### config.mk
export PLATFORM = sky130hd
export DESIGN_NAME = tya_ctrl
export DESIGN_NICKNAME = d
export VERILOG_FILES = /design/src/rtl/core/tya_pkg.sv /design/src/rtl/core/tya_ctrl.sv
export SDC_FILE = /design/constraint.sdc
export NUM_CORES = 1
export LEC_CHECK = 0
export ABC_AREA = 1
export BUFFER_PORTS_ARGS = -buffer_cell sky130_fd_sc_hd__buf_4
export CAP_MARGIN = 20
export CORE_MARGIN = 2
export CORE_UTILIZATION = 45
export CTS_BUF_LIST = sky130_fd_sc_hd__clkbuf_8
export CTS_CLUSTER_DIAMETER = 60
export CTS_CLUSTER_SIZE = 10
export DETAILED_ROUTE_END_ITERATION = 10
export PLACE_DENSITY = 0.69
export SYNTH_ARGS = -nofsm -noshare
export SYNTH_HDL_FRONTEND = slang
export SYNTH_SLANG_ARGS = --single-unit
### constraint.sdc
create_clock -name clk -period 1.5 [get_ports clk]
set_input_delay 0.075 -clock clk [delete_from_list [all_inputs] [get_ports clk]]
set_output_delay 0.075 -clock clk [all_outputs]
set_load 0.05 [all_outputs]
### src/rtl/core/tya_pkg.sv
// Shared types, constants and the arctangent table of the yaw aim controller.
`timescale 1ns / 1ps
`default_nettype none
package tya_pkg;

  // Result status codes
  localparam logic [2:0] ST_WAIT    = 3'd0;
  localparam logic [2:0] ST_CORRECT = 3'd1;
  localparam logic [2:0] ST_CREEP   = 3'd2;
  localparam logic [2:0] ST_SETTLE  = 3'd3;
  localparam logic [2:0] ST_FIRE    = 3'd4;
  localparam logic [2:0] ST_TIMEOUT = 3'd5;

  // Configuration register indexes
  localparam logic [2:0] CFG_TARGET_TAG  = 3'd0;
  localparam logic [2:0] CFG_PROP_GAIN   = 3'd1;
  localparam logic [2:0] CFG_INTEG_GAIN  = 3'd2;
  localparam logic [2:0] CFG_INTEG_LIMIT = 3'd3;
  localparam logic [2:0] CFG_FIRE_TOL    = 3'd4;
  localparam logic [2:0] CFG_SETTLE_TOL  = 3'd5;
  localparam logic [2:0] CFG_MIN_RATE    = 3'd6;
  localparam logic [2:0] CFG_TIMEOUT     = 3'd7;

  // Timing and range constants
  localparam int STALE_MS   = 1000;
  localparam int CONFIRM_MS = 500;
  localparam int CREEP_MS   = 3000;
  localparam int WINDOW_MS  = 500;
  localparam int Z_MIN_Q16  = 3276;
  localparam int RATE_SAT   = 22938;
  // ceil(2^36 / 1000): exact quotient by 1000 for operands below 2^26
  localparam int DIV_SHIFT  = 36;
  localparam logic [26:0] RECIP_1000 = 27'd68719477;

  // Commands from the controller to the datapath
  typedef struct packed {
    logic       load_in;
    logic       store_det;
    logic       cord_init;
    logic       cord_step;
    logic       set_near;
    logic       set_conf;
    logic       clr_integ;
    logic       pi_p;
    logic       pi_q;
    logic       pi_acc;
    logic       pi_mul;
    logic       res_load;
    logic       res_pi;
    logic [2:0] res_status;
  } tya_cmd_t;

  // Status from the datapath to the controller
  typedef struct packed {
    logic mode;
    logic tag_hit;
    logic timeout;
    logic stale;
    logic z_low;
    logic cord_last;
    logic near_hit;
    logic settle_hit;
    logic conf_over;
    logic creep_over;
  } tya_sts_t;

  // atan(2^-i) in Q30
  function automatic logic [30:0] atan_q30(input logic [4:0] i);
    logic [30:0] v;
    case (i)
      5'd0:  v = 31'd843314857;
      5'd1:  v = 31'd497837829;
      5'd2:  v = 31'd263043837;
      5'd3:  v = 31'd133525159;
      5'd4:  v = 31'd67021687;
      5'd5:  v = 31'd33543516;
      5'd6:  v = 31'd16775851;
      5'd7:  v = 31'd8388437;
      5'd8:  v = 31'd4194283;
      5'd9:  v = 31'd2097149;
      5'd10: v = 31'd1048576;
      5'd11: v = 31'd524288;
      5'd12: v = 31'd262144;
      5'd13: v = 31'd131072;
      5'd14: v = 31'd65536;
      5'd15: v = 31'd32768;
      5'd16: v = 31'd16384;
      5'd17: v = 31'd8192;
      5'd18: v = 31'd4096;
      5'd19: v = 31'd2048;
      5'd20: v = 31'd1024;
      5'd21: v = 31'd512;
      5'd22: v = 31'd256;
      5'd23: v = 31'd128;
      default: v = 31'd0;
    endcase
    return v;
  endfunction

endpackage
`default_nettype wire

### src/rtl/core/tya_ctrl.sv
// Controller state machine that sequences one item through the datapath.
`timescale 1ns / 1ps
`default_nettype none
module tya_ctrl (
  input  wire logic              clk,
  input  wire logic              rst_n,
  input  wire logic              in_valid,
  output logic                   in_ready,
  input  wire logic              out_free,
  output logic                   push,
  input  wire tya_pkg::tya_sts_t sts,
  output tya_pkg::tya_cmd_t      cmd
);
  import tya_pkg::*;

  typedef enum logic [9:0] {
    S_IDLE  = 10'b0000000001,
    S_EVAL  = 10'b0000000010,
    S_CORD  = 10'b0000000100,
    S_JUDGE = 10'b0000001000,
    S_PIP   = 10'b0000010000,
    S_PIQ   = 10'b0000100000,
    S_PIA   = 10'b0001000000,
    S_PIM   = 10'b0010000000,
    S_PIC   = 10'b0100000000,
    S_EMIT  = 10'b1000000000
  } state_t;

  state_t state_r, state_nxt;
  logic fin_r, fin_nxt, seen_r, seen_nxt, conf_r, conf_nxt;
  logic near_r, near_nxt, creep_r, creep_nxt;

  assign in_ready = (state_r == S_IDLE);

  // Next state and commands
  always_comb begin
    state_nxt = state_r;
    fin_nxt   = fin_r;
    seen_nxt  = seen_r;
    conf_nxt  = conf_r;
    near_nxt  = near_r;
    creep_nxt = creep_r;
    cmd       = '0;
    push      = 1'b0;
    unique case (state_r)
      S_IDLE: begin
        if (in_valid) begin
          cmd.load_in = 1'b1;
          state_nxt   = S_EVAL;
        end
      end
      S_EVAL: begin
        state_nxt = S_IDLE;
        if (sts.mode) begin
          if (!fin_r && sts.tag_hit) begin
            cmd.store_det = 1'b1;
            seen_nxt      = 1'b1;
          end
        end else if (!fin_r) begin
          if (sts.timeout) begin
            fin_nxt        = 1'b1;
            cmd.res_load   = 1'b1;
            cmd.res_status = ST_TIMEOUT;
            state_nxt      = S_EMIT;
          end else if (!seen_r || sts.stale || sts.z_low) begin
            conf_nxt       = 1'b0;
            near_nxt       = 1'b0;
            cmd.res_load   = 1'b1;
            cmd.res_status = ST_WAIT;
            state_nxt      = S_EMIT;
          end else begin
            cmd.cord_init = 1'b1;
            state_nxt     = S_CORD;
          end
        end
      end
      S_CORD: begin
        cmd.cord_step = 1'b1;
        if (sts.cord_last) state_nxt = S_JUDGE;
      end
      S_JUDGE: begin
        if (sts.near_hit) begin
          if (!near_r) begin
            near_nxt     = 1'b1;
            cmd.set_near = 1'b1;
          end
          if (sts.settle_hit) begin
            cmd.res_load   = 1'b1;
            cmd.res_status = ST_SETTLE;
            state_nxt      = S_EMIT;
            if (!conf_r) begin
              conf_nxt      = 1'b1;
              cmd.set_conf  = 1'b1;
              cmd.clr_integ = 1'b1;
            end else if (sts.conf_over) begin
              fin_nxt        = 1'b1;
              cmd.res_status = ST_FIRE;
            end
          end else begin
            conf_nxt  = 1'b0;
            creep_nxt = 1'b1;
            state_nxt = S_PIP;
          end
        end else begin
          near_nxt  = 1'b0;
          conf_nxt  = 1'b0;
          creep_nxt = 1'b0;
          state_nxt = S_PIP;
        end
      end
      S_PIP: begin
        cmd.pi_p  = 1'b1;
        state_nxt = S_PIQ;
      end
      S_PIQ: begin
        cmd.pi_q  = 1'b1;
        state_nxt = S_PIA;
      end
      S_PIA: begin
        cmd.pi_acc = 1'b1;
        state_nxt  = S_PIM;
      end
      S_PIM: begin
        cmd.pi_mul = 1'b1;
        state_nxt  = S_PIC;
      end
      S_PIC: begin
        cmd.res_load = 1'b1;
        state_nxt    = S_EMIT;
        if (creep_r && sts.creep_over) begin
          fin_nxt        = 1'b1;
          cmd.res_status = ST_FIRE;
        end else begin
          cmd.res_pi     = 1'b1;
          cmd.res_status = creep_r ? ST_CREEP : ST_CORRECT;
        end
      end
      S_EMIT: begin
        if (out_free) begin
          push      = 1'b1;
          state_nxt = S_IDLE;
        end
      end
      default: state_nxt = S_IDLE;
    endcase
  end

  always_ff @(posedge clk) begin
    if (!rst_n) begin
      state_r <= S_IDLE;
      fin_r   <= 1'b0;
      seen_r  <= 1'b0;
      conf_r  <= 1'b0;
      near_r  <= 1'b0;
      creep_r <= 1'b0;
    end else begin
      state_r <= state_nxt;
      fin_r   <= fin_nxt;
      seen_r  <= seen_nxt;
      conf_r  <= conf_nxt;
      near_r  <= near_nxt;
      creep_r <= creep_nxt;
    end
  end

endmodule
`default_nettype wire

==> flow_summary.json, run 1 <==
{
  "viasPerCell": 5.16,
  "synth_fa_ha_area_share_pct": 0,
  "ys_ff_latch": 15,
  "seq_area_frac_synth_pct": 28.7,
  "instances_no_fill": 250,
  "max_cap_violations": 0,
  "status": "finished, violations left",
  "cts_tree": "yes",
  "clk_pin_slew_worst_paths_ns": 0.07,
  "gp_congestion": 0.794,
  "fin_crit_ns": 1.72,
  "period_share_pct": 115,
  "pwr-share-comb_pct": 61.9,
  "grt_overflow_total": 0,
  "vias": 1291,
  "path_class": "flop to output pin",
  "syn_to_final_growth_pct": 69.7,
  "port_buffers": 31,
  "root_buffer": "clkbuf_8",
  "use_met2_pct": 42.0,
  "r2r_setup_slack_ns": -0.05,
  "start_kind": "flop",
  "synth_compound_area_share_pct": 5.75,
  "yosys.area.top_type_share_pct": 28.7,
  "antennaDiodeCount": 0,
  "p_leak_nw": 0.923,
  "p_sw_share_pct": 47.2,
  "crit_fanout": 5,
  "intPower_w": 0.00115,
  "place_hpwl_um": 2030,
  "firstDrtPassIters": 4,
  "cts_sinks": 15,
  "place_inst": 229,
  "antenna_found_initial": 0,
  "clock_latency_ns": 0.25,
  "busiest_layer": "met2",
  "rsz0062_at_grt": "true",
  "drive_gt1_share_pct": 50.9,
  "yosys.area_share.simple_pct": 51.5,
  "post-route-drc-count": 0,
  "p_sw_w": 0.00103,
  "initial_core_util_pct": 47.2,
  "hp-class": "input port to flop",
  "setup_viol": 16,
  "ant_nets": 0,
  "die_height_um": 52.2,
  "grtUsageTotal_pct": 23.0,
  "power_frac_clock_pct": 15.3,
  "routed_wl_um": 3530,
  "num_rows": 17,
  "syn_nets": 182,
  "critical_path_arrival_ns": 1.64,
  "h-tree-depth": 1,
  "muxShareOfSynthArea_pct": 0,
  "powerDensity_mw_per_mm2": 1230,
  "ir_drop_v": 0.00138,
  "violations": "negative setup slack",
  "avgRoutedWirePerCell_um": 14.1,
  "design.die.area_mm2": 0.00272,
  "synth-xor-area-share_pct": 0,
  "seq_power_share_pct": 22.8,
  "synth_top_family_by_area": "simple AND/OR/NAND/NOR gates",
  "syn_avg_cell_area_um2": 6.22,
  "worstMarginPinSlew_ns": 0.404,
  "syn_area_mm2": 0.00104,
  "grt_util_met1_pct": 27.5,
  "final_cell_mix": "nand2_1, buf_4, inv_1",
  "drv_slew": 0,
  "fin_ws_ns": -0.219,
  "synthTopCellsByArea": "dfxtp_1, nand2_1, inv_1",
  "numCtsBuffers": 3,
  "yosys_warnings": 0,
  "endpoint_kind": "output pin",
  "grt_max_degree": 12,
  "core_mm2": 0.00221,
  "die_width_um": 52.2,
  "clock.fmax_mhz": 582,
  "grt_pass1_wl_um": 4570,
  "ioPinCount": 32,
  "grt_pass1_vias": 1102,
  "max_slew_margin_pct": 73.0,
  "postCtsHoldBufs": 0,
  "synth_area_leader_cell": "dfxtp_1",
  "hold_violations": 0,
  "synthCells": 168,
  "utilization_pct": 80.1,
  "drt_iter0_drc": 23,
  "post-place-ws_ns": -0.0190,
  "nets": 237,
  "skew_ns": 0.00124,
  "synth.distinct_cells": 24,
  "cts_buffer_depth": 2,
  "cp.required_ns": 1.42,
  "grt_use_met3_pct": 4.57
}
==> cells by family after synthesis <==
group	after synthesis
buffers and inverters	37
flip-flops	15
AND/OR/NAND/NOR	106
AO/OA/AOI/OAI	10
==> metal layers <==
layer	wire length [um]	share of wire, %	vias to the layer above
li1	-	-	618
met1	1350	38	606
met2	1860	53	55
met3	196	5.5	12
met4	120	3.4	0
met5	0	0	-
==> final timing paths <==
| path | depth (start not counted) | from | endpoint |
|---|---|---|---|
| worst min-delay path | 2 | rst_n | seen_r$_SDFFE_PN0P_ |
| worst max-delay path | 7 | state_r[3]$_SDFFE_PN0P_ | cmd[2] |
| worst max register to register | 13 | state_r[6]$_SDFFE_PN0P_ | state_r[0]$_SDFFE_PN1P_ |
| worst min register to register | 1 | seen_r$_SDFFE_PN0P_ | seen_r$_SDFFE_PN0P_ |
==> repair_timing <==
item	in CTS	in global routing
setup buffers	7	9
cloned	0	1
endpoints found under the setup margin	10	28
pin swaps	11	14
resized for setup	25	28
==> state kept, by name, indices dropped and copies added (netlist names) <==
signal and count:
fin_r 1, seen_r 1, creep_r 1, state_r 10
near_r 1, conf_r 1
==> power by group through the flow <==
| stage | registers (W) | logic [W] | clock network [W] |
|---|---|---|---|
| 3_3_place_gp | 0.000481 | 0.00100 | 0 |
| 2_1_floorplan | 0.000480 | 0.000768 | 0 |
| 5_1_grt | 0.000499 | 0.00145 | 0.000346 |
| 3_5_place_dp | 0.000483 | 0.00101 | 0 |
| 6_report | 0.000498 | 0.00135 | 0.000335 |
| 4_1_cts | 0.000482 | 0.00111 | 0.000331 |
==> area by class of cell <==
class                      instances  area (um^2)
fill                             155          439
tap                               28         35.0
multi-input combinational        117          777
timing repair buffer              51          473
clock buffer                       3         41.3
sequential                        15          307
inverter                          35          135
clock inverter                     1         5.00
==> Yosys cell counts <==
library cell	instances
nand4_1	3
inv_2	4
buf_4	1
inv_1	29
nor3_2	1
and2_4	1
o21a_1	1
nor2_4	4
o221ai_1	2
nand3_2	2
nand2_4	4
inv_4	1
o21ai_0	1
clkinv_2	1
nand2_2	5
nor2_1	27
nand2_1	37
nor3_1	6
clkbuf_1	1
a21oi_1	5
nand3_1	9
dfxtp_1	15
o21ai_1	1
nor2_2	7
==> worst max-delay path, stage by stage, from the launching register on <==
cell and delay [ns]:
dfxtp_1 0.37, nand2_1 0.10, nor2_2 0.20, nand3_4 0.12
nor2_4 0.14, nand2_4 0.11, o221ai_4 0.16, buf_6 0.18
==> stage by stage <==
step	power (W)	area (um^2)	hold WS, ns	TNS, ns
global placement	0.00148	1410	0.325	0
CTS	0.00192	1600	0.0758	-0.817
global route	0.00229	1770	0.0907	-3.14
floorplan	0.00125	1120	0.193	-0.130
detailed placement	0.00150	1410	0.328	-0.0263
finish	0.00219	1770	0.0674	-1.71
No activity file was read; power rests on OpenSTA's default activity.
==> run 2: changes to the inputs <==
--- a/config.mk
+++ b/config.mk
@@ -11,7 +11,7 @@
 export CORE_MARGIN = 2
 export CORE_UTILIZATION = 45
 export CTS_BUF_LIST = sky130_fd_sc_hd__clkbuf_8
-export CTS_CLUSTER_DIAMETER = 60
+export CTS_CLUSTER_DIAMETER = 40
 export CTS_CLUSTER_SIZE = 10
 export DETAILED_ROUTE_END_ITERATION = 10
 export PLACE_DENSITY = 0.69
==> constraint.sdc (replaced) <==
create_clock -name clk -period 1.6 [get_ports clk]
set_input_delay 0.08 -clock clk [delete_from_list [all_inputs] [get_ports clk]]
set_output_delay 0.08 -clock clk [all_outputs]
set_load 0.05 [all_outputs]
==> run 2 against run 1 <==
  * The run still ends with negative setup slack left
  * Global-route usage rose by 0.16 points
  * Non-clock buffer count fell by 7
  * Sequential power is 6.8% lower
  * Total power down 14%
  * Clock power fell by 6%
  * Sequential share of layout area grew 1.8 points
  * Final cell count is 2.8% lower
  * Critical path depth grew 1
==> flow_summary.json, run 2 (same netlist as run 1, synthesis figures left out) <==
{
  "status": "finished, violations left",
  "p_sw_share_pct": 47.9,
  "drt_iter0_drc": 35,
  "regMostFlops": "state_r",
  "final_cell_mix": "nand2_1, buf_4, inv_1",
  "firstDrtPassIters": 4,
  "n_fill_cell": 169,
  "die_width_um": 52.2,
  "period_share_pct": 101,
  "postCtsHoldBufs": 0,
  "routed_wl_um": 3200,
  "core_mm2": 0.00221,
  "num_rows": 17,
  "seq_power_share_pct": 24.6,
  "path_class": "flop to output pin",
  "drive_gt1_share_pct": 49.3,
  "max_slew_margin_pct": 72.6,
  "rsz0062_at_grt": "true",
  "vias": 1230,
  "hold_violations": 0,
  "cts_buffer_depth": 2,
  "hp-class": "input port to flop",
  "skew_ns": 0.00375,
  "max_cap_violations": 0,
  "grt_overflow_total": 0,
  "root_buffer": "clkbuf_8",
  "place_hpwl_um": 2030,
  "pwr-share-comb_pct": 58.7,
  "initial_core_util_pct": 47.2,
  "intPower_w": 0.000984,
  "avgRoutedWirePerCell_um": 13.2,
  "layout_commonest_cell": "nand2_1",
  "gp_congestion": 0.851,
  "numCtsBuffers": 3,
  "violations": "negative setup slack",
  "ir_drop_v": 0.00150,
  "fin_ws_ns": -0.0113,
  "fin_setup_tns_ns": -0.0224,
  "cts_sinks": 15,
  "cp.required_ns": 1.52,
  "crit_fanout": 5,
  "powerDensity_mw_per_mm2": 1160,
  "cts_tree": "yes",
  "p_sw_w": 0.000903,
  "grt_pass1_vias": 1094,
  "grt_max_degree": 12,
  "design.die.area_mm2": 0.00272,
  "start_kind": "flop",
  "syn_to_final_growth_pct": 55.3,
  "post-route-drc-count": 0,
  "clock_latency_ns": 0.26,
  "grt_pass1_wl_um": 4650,
  "setup_viol": 2,
  "ant_nets": 0,
  "grtUsageTotal_pct": 23.2,
  "antennaDiodeCount": 0,
  "p_leak_nw": 0.879,
  "h-tree-depth": 1,
  "nets": 230,
  "die_height_um": 52.2,
  "worstMarginPinSlew_ns": 0.410,
  "utilization_pct": 73.4,
  "port_buffers": 31,
  "ioPinCount": 32,
  "drv_slew": 0,
  "antenna_found_initial": 0,
  "clk_pin_slew_worst_paths_ns": 0.06,
  "critical_path_arrival_ns": 1.53,
  "largest_reg_flops": 10,
  "endpoint_kind": "output pin",
  "clock.fmax_mhz": 621,
  "viasPerCell": 5.06,
  "fin_crit_ns": 1.61,
  "power_frac_clock_pct": 16.7
}
run 2: changes by cell type in the layout (fill, tap and decap cells not counted), sizes merged:
cell | previous run | this run
buf | 51 | 44
clkinv | 2 | 1
inv | 34 | 35
run 2: critical path: stages (launching register included):
cell	delay, ns
dfxtp_2	0.34
nor2_4	0.14
nand2_4	0.09
inv_2	0.08
nand3_4	0.07
nor2_4	0.12
nand2_4	0.09
o221ai_2	0.15
buf_6	0.18
run 2: power by group through the flow:
stage,Sequential (W),Clock [W],Combinational (W)
6_report,0.000464,0.000316,0.00111
4_1_cts,0.000457,0.000317,0.000950
2_1_floorplan,0.000450,0,0.000715
3_5_place_dp,0.000456,0,0.000913
3_3_place_gp,0.000456,0,0.000897
5_1_grt,0.000466,0.000334,0.00119
run 2: through the flow:
step | setup WS, ns | power (W) | instance area [um^2] | hold slack (ns) | std cells
floorplan | -0.294 | 0.00117 | 1060 | 0.198 | 168
global placement | 0.112 | 0.00135 | 1320 | 0.322 | 225
detailed placement | 0.0582 | 0.00137 | 1320 | 0.329 | 225
CTS | -0.0503 | 0.00172 | 1500 | 0.0648 | 237
global route | -0.0988 | 0.00199 | 1620 | 0.0844 | 243
finish | -0.0113 | 0.00189 | 1620 | 0.0605 | 243
run 2: layer usage:
layer	global-route usage, %	vias up	wire, um
met5	0	-	0
met4	8.97	0	62
met3	3.71	7	216
met2	40.5	48	1580
met1	28.2	567	1350
li1	-	608	-
run 2: final cells by class:
cell class,instances,area (um^2),share of cell area [%]
inverter,35,135,8.33
clock inverter,1,3.75,0.231
sequential,15,310,19.1
multi-input combinational,117,714,44.0
clock buffer,3,41.3,2.54
timing repair buffer,44,383,23.6
tap,28,35.0,2.16
run 2: worst paths after layout:
check,from,endpoint,slack [ns],depth (start not counted)
setup / recovery,state_r[4]$_SDFFE_PN0P_,cmd[0],-0.01,8
hold / removal,rst_n,seen_r$_SDFFE_PN0P_,0.06,2
setup reg to reg,state_r[8]$_SDFFE_PN0P_,fin_r$_SDFFE_PN0P_,0.01,11
hold reg to reg,seen_r$_SDFFE_PN0P_,seen_r$_SDFFE_PN0P_,0.47,1
run 2: timing repair:
action	in CTS	in global routing
gates resized for setup	23	25
gates cloned	0	1
pin swaps	7	11
setup buffers	8	5
setup endpoints to repair	8	13
==> run 3: changes to the inputs <==
==> constraint.sdc (replaced) <==
create_clock -name clk -period 1.9 [get_ports clk]
set_input_delay 0.095 -clock clk [delete_from_list [all_inputs] [get_ports clk]]
set_output_delay 0.095 -clock clk [all_outputs]
set_load 0.05 [all_outputs]
==> run 3 against run 2 <==
  * The run now ends clean
  * Worst hold slack improved by 0.022 ns
  * Via count shrank 9.7%
  * Clock power down 16%
  * Sequential share of layout area up 2.7 points
  * Critical path depth is the same
  * Cell area fell by 15%
  * Routed wire length decreased by 20%
  * Total power fell by 25%
  * Critical path type unchanged
==> flow_summary.json, run 3 (same netlist as run 1, synthesis figures left out) <==
{
  "initial_core_util_pct": 47.2,
  "place_hpwl_um": 2040,
  "h-tree-depth": 1,
  "clk_pin_slew_worst_paths_ns": 0.06,
  "grt_pass1_vias": 984,
  "grt_pass1_wl_um": 4110,
  "viasPerCell": 4.85,
  "antenna_found_initial": 0,
  "cp_num_buf_inv": 2,
  "crit_top_cell": "nor2_4",
  "final_cell_mix": "nand2_1, buf_4, inv_1",
  "routed_wl_um": 2560,
  "hp-class": "input port to flop",
  "die_height_um": 52.2,
  "critPathSlowestCell": "dfxtp_1",
  "cts_sinks": 15,
  "stdcell_area_mm2": 0.00137,
  "met1Wirelength_um": 1160,
  "p_leak_nw": 0.763,
  "largest_reg_flops": 10,
  "critical_path_arrival_ns": 1.65,
  "path_class": "flop to output pin",
  "ff2ff_path_depth": 10,
  "ir_drop_v": 0.00102,
  "grtUsageTotal_pct": 20.8,
  "reg2reg_to": "state_r[0]$_SDFFE_PN1P_",
  "worstMarginPinSlew_ns": 0.391,
  "port_buffers": 31,
  "min_from": "rst_n",
  "worstPathCellList": "nor2_4 -> nand2_4 -> inv_2 -> nand3_2 -> nor2_4 -> nand2_2 -> o221ai_1 -> buf_4",
  "cp.required_ns": 1.80,
  "clock_latency_ns": 0.26,
  "hold_end": "seen_r$_SDFFE_PN0P_",
  "firstDrtPassIters": 4,
  "avgRoutedWirePerCell_um": 11.2,
  "max_cap_violations": 0,
  "die_width_um": 52.2,
  "nets": 216,
  "skew_ns": 0.00419,
  "regMostFlops": "state_r",
  "fin_total_pwr_w": 0.00141,
  "post-route-drc-count": 0,
  "drv_slew": 0,
  "utilization_pct": 62.1,
  "clock.fmax_mhz": 574,
  "design.die.area_mm2": 0.00272,
  "cp_top_family": "simple AND/OR/NAND/NOR gates",
  "post-place-ws_ns": 0.312,
  "hold_depth": 2,
  "period_share_pct": 91.7,
  "vias": 1111,
  "cts_tree": "yes",
  "timing.rr.start": "state_r[4]$_SDFFE_PN0P_",
  "hold_violations": 0,
  "syn_to_final_growth_pct": 31.5,
  "max_stage_delay_ns": 0.34,
  "max_slew_margin_pct": 73.9,
  "fin_crit_ns": 1.74,
  "drive_gt1_share_pct": 33.3,
  "wl_met3_um": 90,
  "start_kind": "flop",
  "layout_commonest_cell": "nand2_1",
  "num_rows": 17,
  "fin_ws_ns": 0.157,
  "root_buffer": "clkbuf_8",
  "status": "complete, no violations",
  "ant_nets": 0,
  "topRoutingLayerUsed": "met4",
  "setup_viol": 0,
  "n_fill_cell": 211,
  "grt_max_degree": 12,
  "dpl-instance-area_mm2": 0.00130,
  "grt_overflow_total": 0,
  "rsz0062_at_grt": "false",
  "endpoint_kind": "output pin",
  "powerDensity_mw_per_mm2": 1030,
  "core_mm2": 0.00221,
  "cts_buffer_depth": 2,
  "gp_congestion": 0.864,
  "antennaDiodeCount": 0,
  "ioPinCount": 32,
  "numCtsBuffers": 3,
  "wl_met2_um": 1260,
  "drt_iter0_drc": 19,
  "r2r_setup_slack_ns": 0.45,
  "fin_setup_tns_ns": 0,
  "crit_fanout": 5
}
run 3: cell types whose count changed in the layout (fill, tap and decap cells not counted), moves of 3 or more:
cell     before  now
dfxtp_1       7   15
nand2_4       7    4
nor2_1       16   25
dfxtp_2       8    0
nor2_2       13    5
buf_6        10    0
run 3: what timing repair did:
item	4_1_cts	5_1_grt
buffers inserted	0	0
hold buffers	0	0
setup endpoints to repair	0	6
resized for setup	0	6
endpoints found under the hold margin	0	0
run 3: how the worst max path moves through the flow:
stage | start | end | slack, ns | cells past startpoint
3_3_place_gp | state_r[4]$_SDFFE_PN0P_ | cmd[2] | 0.39 | 8
3_5_place_dp | state_r[4]$_SDFFE_PN0P_ | cmd[2] | 0.31 | 8
5_1_grt | state_r[4]$_SDFFE_PN0P_ | cmd[2] | 0.003 | 8
4_1_cts | state_r[4]$_SDFFE_PN0P_ | cmd[2] | 0.04 | 8
6_report | state_r[4]$_SDFFE_PN0P_ | cmd[2] | 0.16 | 8
2_1_floorplan | state_r[4]$_SDFFE_PN0P_ | cmd[0] | -0.009 | 7
run 3: per-stage QoR:
stage          hold WS, ns  instances
5_1_grt              0.100        229
3_5_place_dp         0.355        225
6_report            0.0827        229
4_1_cts             0.0892        229
2_1_floorplan        0.213        168
3_3_place_gp         0.337        225
run 3: where the power goes:
part           internal (W)  switching (W)  leakage [nW]
clock network      0.000144       0.000122        0.0269
logic              0.000249       0.000515         0.614
registers          0.000352      0.0000321         0.122
total              0.000744       0.000670         0.763
run 3: cell type report:
class	count	area, um^2	area share, %
inverters	35	135	9.84
multi-input cells	116	626	45.5
clock buffers	3	41.3	3.01
clock inverters	1	3.75	0.273
well taps	28	35.0	2.55
repair buffers	31	233	16.9
flip-flops and latches	15	300	21.9
run 3: per-layer routing:
layer | vias up | GRT usage, %
met4 | 0 | 10.3
met2 | 29 | 36.9
li1 | 580 | -
met1 | 497 | 24.5
met5 | - | 0
met3 | 5 | 2.57
run 3: worst reg2reg max path, cell delays in order (launching register included):
cell,delay (ns)
dfxtp_1,0.34
nor2_4,0.15
nand2_4,0.12
nor2_4,0.17
nand4_1,0.17
nand2_2,0.10
inv_2,0.05
nand2_4,0.12
inv_2,0.04
nand2_1,0.05
nand2_1,0.04
